<file path="src/rtl/xavu_pkg.sv">
// Package: shared types, codes and character constants of the attribute value unescaper.
package xavu_pkg;

    // Parser modes
    localparam logic [2:0] MODE_WAIT   = 3'd0;
    localparam logic [2:0] MODE_VALUE  = 3'd1;
    localparam logic [2:0] MODE_RSTART = 3'd2;
    localparam logic [2:0] MODE_NAME   = 3'd3;
    localparam logic [2:0] MODE_HASH   = 3'd4;
    localparam logic [2:0] MODE_DEC    = 3'd5;
    localparam logic [2:0] MODE_HEX    = 3'd6;

    // Result kinds
    localparam logic [1:0] KIND_PLAIN = 2'd0;
    localparam logic [1:0] KIND_REF   = 2'd1;
    localparam logic [1:0] KIND_END   = 2'd2;
    localparam logic [1:0] KIND_NOVAL = 2'd3;

    // Characters
    localparam logic [7:0] CH_APOS  = 8'h27;
    localparam logic [7:0] CH_QUOT  = 8'h22;
    localparam logic [7:0] CH_AMP   = 8'h26;
    localparam logic [7:0] CH_HASH  = 8'h23;
    localparam logic [7:0] CH_SEMI  = 8'h3B;
    localparam logic [7:0] CH_X     = 8'h78;
    localparam logic [7:0] CH_GT    = 8'h3E;
    localparam logic [7:0] CH_LT    = 8'h3C;
    localparam logic [7:0] CH_ZERO  = 8'h30;
    localparam logic [7:0] CH_NINE  = 8'h39;
    localparam logic [7:0] CH_LA    = 8'h61;
    localparam logic [7:0] CH_LF    = 8'h66;
    localparam logic [7:0] CH_UA    = 8'h41;
    localparam logic [7:0] CH_UF    = 8'h46;
    localparam logic [7:0] HEX_LOWER_BIAS = 8'd87;
    localparam logic [7:0] HEX_UPPER_BIAS = 8'd55;

    // Packed reference names, last byte in the low position
    localparam logic [31:0] NAME_GT   = 32'h0000_6774;
    localparam logic [31:0] NAME_LT   = 32'h0000_6C74;
    localparam logic [31:0] NAME_AMP  = 32'h0061_6D70;
    localparam logic [31:0] NAME_APOS = 32'h6170_6F73;
    localparam logic [31:0] NAME_QUOT = 32'h7175_6F74;

    localparam logic [2:0] NAME_KEEP_MAX = 3'd4;
    localparam logic [2:0] NAME_LEN_SAT  = 3'd5;

    typedef struct packed {
        logic [2:0]  mode;
        logic        quote_is_double;
        logic [31:0] name_chars;
        logic [2:0]  name_length;
        logic [31:0] accumulator;
    } state_t;

    typedef struct packed {
        logic [1:0]  kind;
        logic [31:0] code;
        logic        last;
    } result_t;

endpackage

</file>
<file path="src/rtl/xavu_text_if.sv">
// Interface: byte request channel into the unescaper.
interface xavu_text_if;
    logic       valid;
    logic       ready;
    logic [7:0] data_byte;
    logic       end_of_stream;

    modport source (output valid, output data_byte, output end_of_stream, input ready);
    modport sink   (input valid, input data_byte, input end_of_stream, output ready);
endinterface

</file>
<file path="src/rtl/xavu_result_if.sv">
// Interface: result request channel out of the unescaper.
interface xavu_result_if;
    logic        valid;
    logic        ready;
    logic [1:0]  kind;
    logic [31:0] code;
    logic        last;

    modport source (output valid, output kind, output code, output last, input ready);
    modport sink   (input valid, input kind, input code, input last, output ready);
endinterface

</file>
<file path="src/rtl/xml_attr_value_unescaper.sv">
// Top level: XML attribute value unescaper, one byte per cycle unless stalled.
//
// Usage
//   text   : byte requests (data_byte, end_of_stream). The first byte of a
//            value must be an apostrophe or a double quote; otherwise a
//            "no value present" result is given and the next byte is tried.
//   result : result requests (kind, code, last). kind is plain byte,
//            reference code, value ended or no value present; last marks
//            the final result caused by one input byte.
//   Path: a byte accepted into the input register is decoded there, and its
//   results are registered in the result stage before they are offered.
//   Throughput: one byte per cycle while each byte causes at most one
//   result and result.ready stays high. End of stream adds "value ended"
//   after a plain byte, a closed reference or a pending reference code,
//   so such a byte has two results; they may hold off the next byte.
//   Reset: clears the parser to "waiting for opening quote" and empties
//   both register stages.
//   Stall: when the receiver holds ready low, results wait in the result
//   stage, the decoded byte waits in the input register, and text.ready drops
//   while that byte's results do not fit; no request is lost or repeated.
module xml_attr_value_unescaper
(
    input  logic          clk,
    input  logic          rst_n,
    xavu_text_if.sink     text,
    xavu_result_if.source result
);

    // Input register
    logic                   in_valid_reg;
    logic [7:0]             in_byte_reg;
    logic                   in_eos_reg;

    // Parser state
    xavu_pkg::state_t       state_reg;
    xavu_pkg::state_t       state_next;

    logic [1:0]             res_count;
    xavu_pkg::result_t      res0;
    xavu_pkg::result_t      res1;
    logic [1:0]             free_slots;
    logic                   fire;
    logic [1:0]             push_count;

    xavu_step u_step
    (
        .state         (state_reg),
        .data_byte     (in_byte_reg),
        .end_of_stream (in_eos_reg),
        .state_next    (state_next),
        .res_count     (res_count),
        .res0          (res0),
        .res1          (res1)
    );

    // Advance the held byte only when its results all fit in the result stage
    assign fire       = in_valid_reg && (res_count <= free_slots);
    assign push_count = fire ? res_count : 2'd0;
    assign text.ready = !in_valid_reg || fire;

    xavu_outq u_outq
    (
        .clk        (clk),
        .rst_n      (rst_n),
        .push_count (push_count),
        .push0      (res0),
        .push1      (res1),
        .free_slots (free_slots),
        .result     (result)
    );

    always_ff @(posedge clk or negedge rst_n)
    begin
        if (!rst_n)
        begin
            in_valid_reg <= 1'b0;
            state_reg    <= '{mode: xavu_pkg::MODE_WAIT, quote_is_double: 1'b0,
                              name_chars: 32'd0, name_length: 3'd0,
                              accumulator: 32'd0};
        end
        else
        begin
            if (text.ready)
                in_valid_reg <= text.valid;
            if (fire)
                state_reg <= state_next;
        end
    end

    // Hold the payload while the byte waits
    always_ff @(posedge clk)
    begin
        if (text.valid && text.ready)
        begin
            in_byte_reg <= text.data_byte;
            in_eos_reg  <= text.end_of_stream;
        end
    end

endmodule

</file>
<file path="src/rtl/xavu_step.sv">
// Step logic: next parser state and up to two results for one byte.
module xavu_step
(
    input  xavu_pkg::state_t  state,
    input  logic [7:0]        data_byte,
    input  logic              end_of_stream,
    output xavu_pkg::state_t  state_next,
    output logic [1:0]        res_count,
    output xavu_pkg::result_t res0,
    output xavu_pkg::result_t res1
);

    function automatic logic [31:0] lookup_name(input logic [31:0] chars,
                                                input logic [2:0] len);
        logic [31:0] ret;
        ret = 32'd0;
        if (len == 3'd2 && chars == xavu_pkg::NAME_GT)
            ret = {24'd0, xavu_pkg::CH_GT};
        else if (len == 3'd2 && chars == xavu_pkg::NAME_LT)
            ret = {24'd0, xavu_pkg::CH_LT};
        else if (len == 3'd3 && chars == xavu_pkg::NAME_AMP)
            ret = {24'd0, xavu_pkg::CH_AMP};
        else if (len == 3'd4 && chars == xavu_pkg::NAME_APOS)
            ret = {24'd0, xavu_pkg::CH_APOS};
        else if (len == 3'd4 && chars == xavu_pkg::NAME_QUOT)
            ret = {24'd0, xavu_pkg::CH_QUOT};
        return ret;
    endfunction

    logic [7:0]  quote;
    logic        is_semi;
    logic        is_dig;
    logic        is_lhex;
    logic        is_uhex;
    logic        name_path;
    logic        dec_path;
    logic [7:0]  dig_val;
    logic [7:0]  lhex_val;
    logic [7:0]  uhex_val;
    logic [31:0] acc_dec;
    logic        step_emit;
    logic [1:0]  step_kind;
    logic [31:0] step_code;
    xavu_pkg::state_t s;

    assign quote    = state.quote_is_double ? xavu_pkg::CH_QUOT : xavu_pkg::CH_APOS;
    assign is_semi  = (data_byte == xavu_pkg::CH_SEMI);
    assign is_dig   = (data_byte >= xavu_pkg::CH_ZERO) && (data_byte <= xavu_pkg::CH_NINE);
    assign is_lhex  = (data_byte >= xavu_pkg::CH_LA) && (data_byte <= xavu_pkg::CH_LF);
    assign is_uhex  = (data_byte >= xavu_pkg::CH_UA) && (data_byte <= xavu_pkg::CH_UF);
    assign dig_val  = data_byte - xavu_pkg::CH_ZERO;
    assign lhex_val = data_byte - xavu_pkg::HEX_LOWER_BIAS;
    assign uhex_val = data_byte - xavu_pkg::HEX_UPPER_BIAS;
    assign acc_dec  = {state.accumulator[28:0], 3'b000} + {state.accumulator[30:0], 1'b0}
                      + {28'd0, dig_val[3:0]};

    // A name byte arrives in RSTART (unless it opens a number) or in NAME
    assign name_path = (state.mode == xavu_pkg::MODE_NAME)
                       || (state.mode == xavu_pkg::MODE_RSTART
                           && data_byte != xavu_pkg::CH_HASH);
    assign dec_path  = (state.mode == xavu_pkg::MODE_DEC)
                       || (state.mode == xavu_pkg::MODE_HASH && data_byte != xavu_pkg::CH_X);

    always_comb
    begin
        s         = state;
        step_emit = 1'b0;
        step_kind = xavu_pkg::KIND_PLAIN;
        step_code = 32'd0;

        priority if (state.mode == xavu_pkg::MODE_VALUE)
        begin
            if (data_byte == quote)
            begin
                step_emit = 1'b1;
                step_kind = xavu_pkg::KIND_END;
                s.mode    = xavu_pkg::MODE_WAIT;
            end
            else if (data_byte == xavu_pkg::CH_AMP)
            begin
                s.accumulator = 32'd0;
                s.name_chars  = 32'd0;
                s.name_length = 3'd0;
                s.mode        = xavu_pkg::MODE_RSTART;
            end
            else
            begin
                step_emit = 1'b1;
                step_kind = xavu_pkg::KIND_PLAIN;
                step_code = {24'd0, data_byte};
            end
        end
        else if (state.mode == xavu_pkg::MODE_RSTART && data_byte == xavu_pkg::CH_HASH)
        begin
            s.mode = xavu_pkg::MODE_HASH;
        end
        else if (name_path)
        begin
            if (is_semi)
            begin
                step_emit = 1'b1;
                step_kind = xavu_pkg::KIND_REF;
                step_code = lookup_name(state.name_chars, state.name_length);
                s.mode    = xavu_pkg::MODE_VALUE;
            end
            else
            begin
                s.mode = xavu_pkg::MODE_NAME;
                if (state.name_length < xavu_pkg::NAME_KEEP_MAX)
                    s.name_chars = {state.name_chars[23:0], data_byte};
                if (state.name_length < xavu_pkg::NAME_LEN_SAT)
                    s.name_length = state.name_length + 3'd1;
            end
        end
        else if (state.mode == xavu_pkg::MODE_HASH && data_byte == xavu_pkg::CH_X)
        begin
            // only lowercase x selects hex here
            s.mode = xavu_pkg::MODE_HEX;
        end
        else if (dec_path)
        begin
            if (is_semi)
            begin
                step_emit = 1'b1;
                step_kind = xavu_pkg::KIND_REF;
                step_code = state.accumulator;
                s.mode    = xavu_pkg::MODE_VALUE;
            end
            else
            begin
                s.mode = xavu_pkg::MODE_DEC;
                if (is_dig)
                    s.accumulator = acc_dec;
            end
        end
        else if (state.mode == xavu_pkg::MODE_HEX)
        begin
            if (is_semi)
            begin
                step_emit = 1'b1;
                step_kind = xavu_pkg::KIND_REF;
                step_code = state.accumulator;
                s.mode    = xavu_pkg::MODE_VALUE;
            end
            else if (is_dig)
                s.accumulator = {state.accumulator[27:0], dig_val[3:0]};
            else if (is_lhex)
                s.accumulator = {state.accumulator[27:0], lhex_val[3:0]};
            else if (is_uhex)
                s.accumulator = {state.accumulator[27:0], uhex_val[3:0]};
        end
        else
        begin
            // waiting for the opening quote; unused codes land here too
            if (data_byte == xavu_pkg::CH_APOS || data_byte == xavu_pkg::CH_QUOT)
            begin
                s.quote_is_double = (data_byte == xavu_pkg::CH_QUOT);
                s.mode            = xavu_pkg::MODE_VALUE;
            end
            else
            begin
                step_emit = 1'b1;
                step_kind = xavu_pkg::KIND_NOVAL;
                s.mode    = xavu_pkg::MODE_WAIT;
            end
        end
    end

    // Append the end-of-stream flush and mark the final result
    always_comb
    begin
        state_next = s;
        res_count  = 2'd0;
        res0       = '{kind: step_kind, code: step_code, last: 1'b0};
        res1       = '{kind: xavu_pkg::KIND_END, code: 32'd0, last: 1'b1};

        if (step_emit)
            res_count = 2'd1;

        if (end_of_stream && s.mode != xavu_pkg::MODE_WAIT)
        begin
            state_next.mode = xavu_pkg::MODE_WAIT;
            if (s.mode != xavu_pkg::MODE_VALUE)
            begin
                // pending reference: no step result was given in this case
                res0      = '{kind: xavu_pkg::KIND_REF, code: s.accumulator, last: 1'b0};
                res_count = 2'd2;
            end
            else if (step_emit)
                res_count = 2'd2;
            else
            begin
                res0      = '{kind: xavu_pkg::KIND_END, code: 32'd0, last: 1'b0};
                res_count = 2'd1;
            end
        end

        if (res_count == 2'd1)
            res0.last = 1'b1;
    end

endmodule

</file>
<file path="src/rtl/xavu_outq.sv">
// Result queue: two-slot register stage; takes up to two results, gives one a cycle if ready.
module xavu_outq
(
    input  logic              clk,
    input  logic              rst_n,
    input  logic [1:0]        push_count,
    input  xavu_pkg::result_t push0,
    input  xavu_pkg::result_t push1,
    output logic [1:0]        free_slots,
    xavu_result_if.source     result
);

    xavu_pkg::result_t slot0_reg, slot0_next;
    xavu_pkg::result_t slot1_reg, slot1_next;
    logic [1:0]        count_reg, count_next;
    logic              pop;
    xavu_pkg::result_t base1;
    logic [1:0]        base_count;

    assign pop          = result.valid && result.ready;
    assign result.valid = (count_reg != 2'd0);
    assign result.kind  = slot0_reg.kind;
    assign result.code  = slot0_reg.code;
    assign result.last  = slot0_reg.last;
    assign free_slots   = 2'd2 - count_reg + {1'b0, pop};

    always_comb
    begin
        base_count = count_reg - {1'b0, pop};
        slot0_next = pop ? slot1_reg : slot0_reg;
        base1      = slot1_reg;
        slot1_next = base1;
        unique case (base_count)
            2'd0:
            begin
                if (push_count != 2'd0)
                    slot0_next = push0;
                slot1_next = push1;
            end
            2'd1:
            begin
                if (push_count != 2'd0)
                    slot1_next = push0;
            end
            default:
            begin
                slot1_next = base1;
            end
        endcase
        count_next = base_count + push_count;
    end

    always_ff @(posedge clk or negedge rst_n)
    begin
        if (!rst_n)
            count_reg <= 2'd0;
        else
            count_reg <= count_next;
    end

    always_ff @(posedge clk)
    begin
        slot0_reg <= slot0_next;
        slot1_reg <= slot1_next;
    end

endmodule
</file>
<file path="src/flat_wrapper.sv">
// flat-port wrapper written by rule: the top's interface ports become plain ports
module xml_attr_value_unescaper_flat 
  (clk, rst_n, text_valid, text_data_byte, text_end_of_stream, text_ready, result_valid, result_kind, result_code, result_last, result_ready);
  xavu_text_if text_i ();
  xavu_result_if result_i ();
  input  logic clk;
  input  logic rst_n;
  input wire logic [$bits(text_i.valid)-1:0] text_valid;
  input wire logic [$bits(text_i.data_byte)-1:0] text_data_byte;
  input wire logic [$bits(text_i.end_of_stream)-1:0] text_end_of_stream;
  output wire logic [$bits(text_i.ready)-1:0] text_ready;
  output wire logic [$bits(result_i.valid)-1:0] result_valid;
  output wire logic [$bits(result_i.kind)-1:0] result_kind;
  output wire logic [$bits(result_i.code)-1:0] result_code;
  output wire logic [$bits(result_i.last)-1:0] result_last;
  input wire logic [$bits(result_i.ready)-1:0] result_ready;
  assign text_i.valid = text_valid;
  assign text_i.data_byte = text_data_byte;
  assign text_i.end_of_stream = text_end_of_stream;
  assign text_ready = text_i.ready;
  assign result_valid = result_i.valid;
  assign result_kind = result_i.kind;
  assign result_code = result_i.code;
  assign result_last = result_i.last;
  assign result_i.ready = result_ready;
  xml_attr_value_unescaper u_core (.clk(clk), .rst_n(rst_n), .text(text_i), .result(result_i));
endmodule
</file>
<file path="config.mk">
export PLATFORM = sky130hd
export DESIGN_NAME = xml_attr_value_unescaper_flat
export DESIGN_NICKNAME = d
export VERILOG_FILES = /design/src/rtl/xavu_pkg.sv /design/src/rtl/xavu_text_if.sv /design/src/rtl/xavu_result_if.sv /design/src/rtl/xml_attr_value_unescaper.sv /design/src/rtl/xavu_step.sv /design/src/rtl/xavu_outq.sv /design/src/flat_wrapper.sv
export SDC_FILE = /design/constraint.sdc
export NUM_CORES = 1
export LEC_CHECK = 0
export BUFFER_PORTS_ARGS = -buffer_cell sky130_fd_sc_hd__buf_2
export CAP_MARGIN = 20
export CORE_ASPECT_RATIO = 1.75
export CORE_MARGIN = 4
export CORE_UTILIZATION = 60
export DETAILED_ROUTE_END_ITERATION = 10
export GPL_ROUTABILITY_DRIVEN = 0
export PLACE_DENSITY_LB_ADDON = 0.1
export REMOVE_ABC_BUFFERS = 1
export SLEW_MARGIN = 20
export SYNTH_ARGS = -nofsm -noshare
export SYNTH_HDL_FRONTEND = slang
export SYNTH_SLANG_ARGS = --single-unit
</file>
<file path="constraint.sdc">
create_clock -name clk -period 5.9 [get_ports clk]
set_input_delay 1.18 -clock clk [delete_from_list [all_inputs] [get_ports clk]]
set_output_delay 1.18 -clock clk [all_outputs]
set_load 0.005 [all_outputs]
</file>
==> results.sh <==
export IMPL_mostFrequentLayoutCells="nand2_1 (169), a21oi_1 (88), nor2_1 (81)"
export IMPL_synth_edff_count=44
export IMPL_vias=9448
export IMPL_wl_mm=31.01
export IMPL_peakVddDrop_uv=338.6
export IMPL_crit_type="reg2out"
export IMPL_seq_power_share_pct=35.1
export IMPL_cp_max_fo=9
export IMPL_core_area_sq_um=16520
export IMPL_r2r_start="u_core.in_byte_reg[1]$_DFFE_PP_"
export IMPL_ys_ff_latch=153
export IMPL_sw_frac_of_total_pct=43.42
export IMPL_crit_end="text_ready"
export IMPL_drc=0
export IMPL_final_antenna_net_count=0
export IMPL_final_common_cell="nand2_1"
export IMPL_grt_pass1_wl_mm=49.96
export IMPL_crit_family="compound AO/OA/AOI/OAI gates"
export IMPL_clock_skew_ns=0.01169
export IMPL_largest_reg_flops=71
export IMPL_yosysSeqAreaShare_pct=38.28
export IMPL_fp_dieW_microns=106.2
export IMPL_net_switching_power_mw=2.154
export IMPL_cp_required_ns=4.72
export IMPL_cts_setup_buffers=0
export IMPL_dp_hpwl_mm=22.13
export IMPL_arrival_ns=4.15
export IMPL_grt_max_degree=75
export IMPL_routedWlPerCell_microns=21.79
export IMPL_dieArea_sq_um=19090
export IMPL_cts_buffer_depth=2
export IMPL_end_kind="output pin"
export IMPL_final_setup_tns_ns=0
export IMPL_antenna_cells=0
export IMPL_vias_per_cell=6.639
export IMPL_r2r_setup_slack_ns=0.86
export IMPL_clock_power_share_pct=22.3
export IMPL_cts_tree="yes"
export IMPL_ctsHoldBuffers=0
export IMPL_cts_buffers=17
export IMPL_status="finished clean"
export IMPL_io_buffer_count=49
export IMPL_drive_gt1_share_pct=10.43
export IMPL_track_usage_pct=33.00
export IMPL_clkSinkCount=153
export IMPL_hp_class="reg2reg"
export IMPL_critical_path_depth=14
export IMPL_ios=50
export IMPL_worstSkewPairLatency_ns=0.44
export IMPL_maxCapViolations=0
export IMPL_syn_area_sq_um=10120
export IMPL_rsz0062_at_grt="no"
export IMPL_crit_path_start="u_core.in_byte_reg[1]$_DFFE_PP_"
export IMPL_synthArstFlopShare_pct=48.37
export IMPL_h_tree_depth=4
export IMPL_fillCellCount=1355
export IMPL_ctsResizeCount=0
export IMPL_cp_cell_sequence="ha_1 > mux2_2 > and3_1 > a221o_1 > a311oi_1 > o211ai_2 > o211ai_1 > and2_1 > ha_1 > nor2b_1 > o21ai_0 > inv_1 > nand2_1 > buf_2"
export IMPL_layout_setup_ws_ns=0.5715
export IMPL_finalHoldViolations=0
export IMPL_root_buffer="clkbuf_16"
export IMPL_grt_remaining_overflow=0
export IMPL_setup_violations_final=0
export IMPL_min_period_over_period_pct=90.31
export IMPL_nets=1273
export IMPL_synthCells=1168
export IMPL_yosys_most_used_dff="dfrtp_1"
export IMPL_reg2reg_to="u_core.state_reg[32]$_DFFE_PN0P_"
export IMPL_crit_path_frequent_cell="ha_1"
export IMPL_synth_cell_types=84
export IMPL_critPathBufInv=2
export IMPL_reg2reg_depth=17
export IMPL_drt_first_iter_violations=1020
export IMPL_worst_slew_pin_slew_ns=1.005
export IMPL_relSlewSlack_pct=32.98
export IMPL_antenna_found_initial=0
export IMPL_cp_start_kind="flip-flop"
export IMPL_clk_pin_slew_ns=0.07
export IMPL_crit_path_top_delay_cell="edfxtp_1"
export IMPL_p_leak_nw=4.802
export IMPL_synth_warnings=0
export IMPL_first_pass_iters=6
export IMPL_dpl_worst_slack_ns=0.9443
export IMPL_fin_crit_ns=5.328
export IMPL_die_y_microns=179.8
export IMPL_p_per_area_nw_per_um2=445.1
export IMPL_final_util_pct=67.46
export IMPL_drv_slew=0
export IMPL_initial_core_util_pct=61.24
export IMPL_p_int_mw=2.807
export IMPL_avgSynthCellArea_sq_um=8.663
export IMPL_holdWs_ns=0.4664
export IMPL_rows=62
export IMPL_area_growth_pct=10.16
export IMPL_fmax_ghz=0.1877
export IMPL_combPwrFrac_pct=42.6
export IMPL_first_global_vias=9375
export IMPL_cpPeakStageDelay_ns=0.54
-- worst min path at each step --
stage	endpoint	from	slack (ns)	depth (start not counted)
2_1_floorplan	u_core.state_reg[62]$_DFFE_PN0P_	u_core.state_reg[62]$_DFFE_PN0P_	0.43	2
3_3_place_gp	u_core.state_reg[60]$_DFFE_PN0P_	u_core.state_reg[60]$_DFFE_PN0P_	0.44	2
3_5_place_dp	u_core.state_reg[61]$_DFFE_PN0P_	u_core.state_reg[61]$_DFFE_PN0P_	0.46	2
4_1_cts	u_core.state_reg[61]$_DFFE_PN0P_	u_core.state_reg[61]$_DFFE_PN0P_	0.47	2
5_1_grt	u_core.state_reg[61]$_DFFE_PN0P_	u_core.state_reg[61]$_DFFE_PN0P_	0.51	2
6_report	u_core.state_reg[61]$_DFFE_PN0P_	u_core.state_reg[61]$_DFFE_PN0P_	0.47	2
-- tightest hold or removal path: cells and delay by family (launching register included) --
| kind | cells | cell delay [ns] |
|---|---|---|
| flip-flops | 1 | 0.34 |
| AND/OR/NAND/NOR | 2 | 0.10 |
-- logic make-up after synthesis --
logic type / share of synthesized area [%]
fa+ha+maj: 9.299
buf+inv: 3.895
flops: 38.28
simple gates: 22.22
xor+xnor: 1.991
compound gates: 23.20
mux: 1.113
-- layout make-up --
class	count	area, sq um	area share, %
inverter	30	112.6	1.010
timing repair buffer	67	382.9	3.435
clock buffer	17	425.4	3.816
multi-input combinational	917	5878	52.73
tap	224	280.3	2.514
sequential	153	3874	34.75
clock inverter	15	193.9	1.740
-- synth_stat cells (all sizes together) (5+ instances only) --
library cell | instances | area (sq um)
edfxtp | 44 | 1321
a32o | 6 | 60.06
o221ai | 5 | 43.79
o21a | 9 | 67.56
a211oi | 45 | 342.8
buf | 17 | 90.08
nor3b | 7 | 52.55
a22oi | 22 | 165.2
ha | 72 | 900.9
a31oi | 12 | 75.07
nand2b | 13 | 81.33
dfxtp | 35 | 700.7
a22o | 5 | 43.79
nor3 | 25 | 130.1
a21o | 13 | 97.59
nor4 | 7 | 58.81
or2 | 5 | 31.28
inv | 30 | 112.6
nand2 | 170 | 638.1
dfrtp | 74 | 1852
and2 | 41 | 256.5
and3 | 11 | 68.82
o21ai | 60 | 300.3
mux2i | 9 | 90.09
a221o | 6 | 60.06
nand3 | 60 | 300.3
nor2b | 6 | 37.54
o2111ai | 5 | 43.79
nand3b | 5 | 37.54
o211ai | 8 | 65.06
o31ai | 6 | 45.04
a21oi | 91 | 463.0
clkbuf | 51 | 191.4
a32oi | 8 | 70.07
xor2 | 7 | 61.31
nor2 | 81 | 304.0
nand4 | 12 | 75.07
xnor2 | 16 | 140.1
-- metrics by stage --
stage | std cells | total power, mW | instance area, sq um
2_1_floorplan | 1100 | 3.047 | 9837
3_3_place_gp | 1391 | 3.776 | 10530
3_5_place_dp | 1391 | 3.820 | 10530
4_1_cts | 1423 | 4.937 | 11140
5_1_grt | 1423 | 5.266 | 11150
6_report | 1423 | 4.961 | 11150
-- power groups by stage --
stage,registers [mW],logic [mW],clock network [mW]
floorplan,1.69,1.36,0
global placement,1.74,2.03,0
detailed placement,1.76,2.06,0
CTS,1.74,2.09,1.11
global route,1.78,2.33,1.15
finish,1.74,2.11,1.11
-- metal layers --
metal / routed length [microns] / part of all wire, % / global-route usage (%)
met1: 10710 / 35 / 35.60
met2: 15840 / 51 / 57.94
met3: 1686 / 5.4 / 3.912
met4: 2771 / 8.9 / 24.79
met5: 0 / 0 / 0
(Power assumes the default switching activity.)
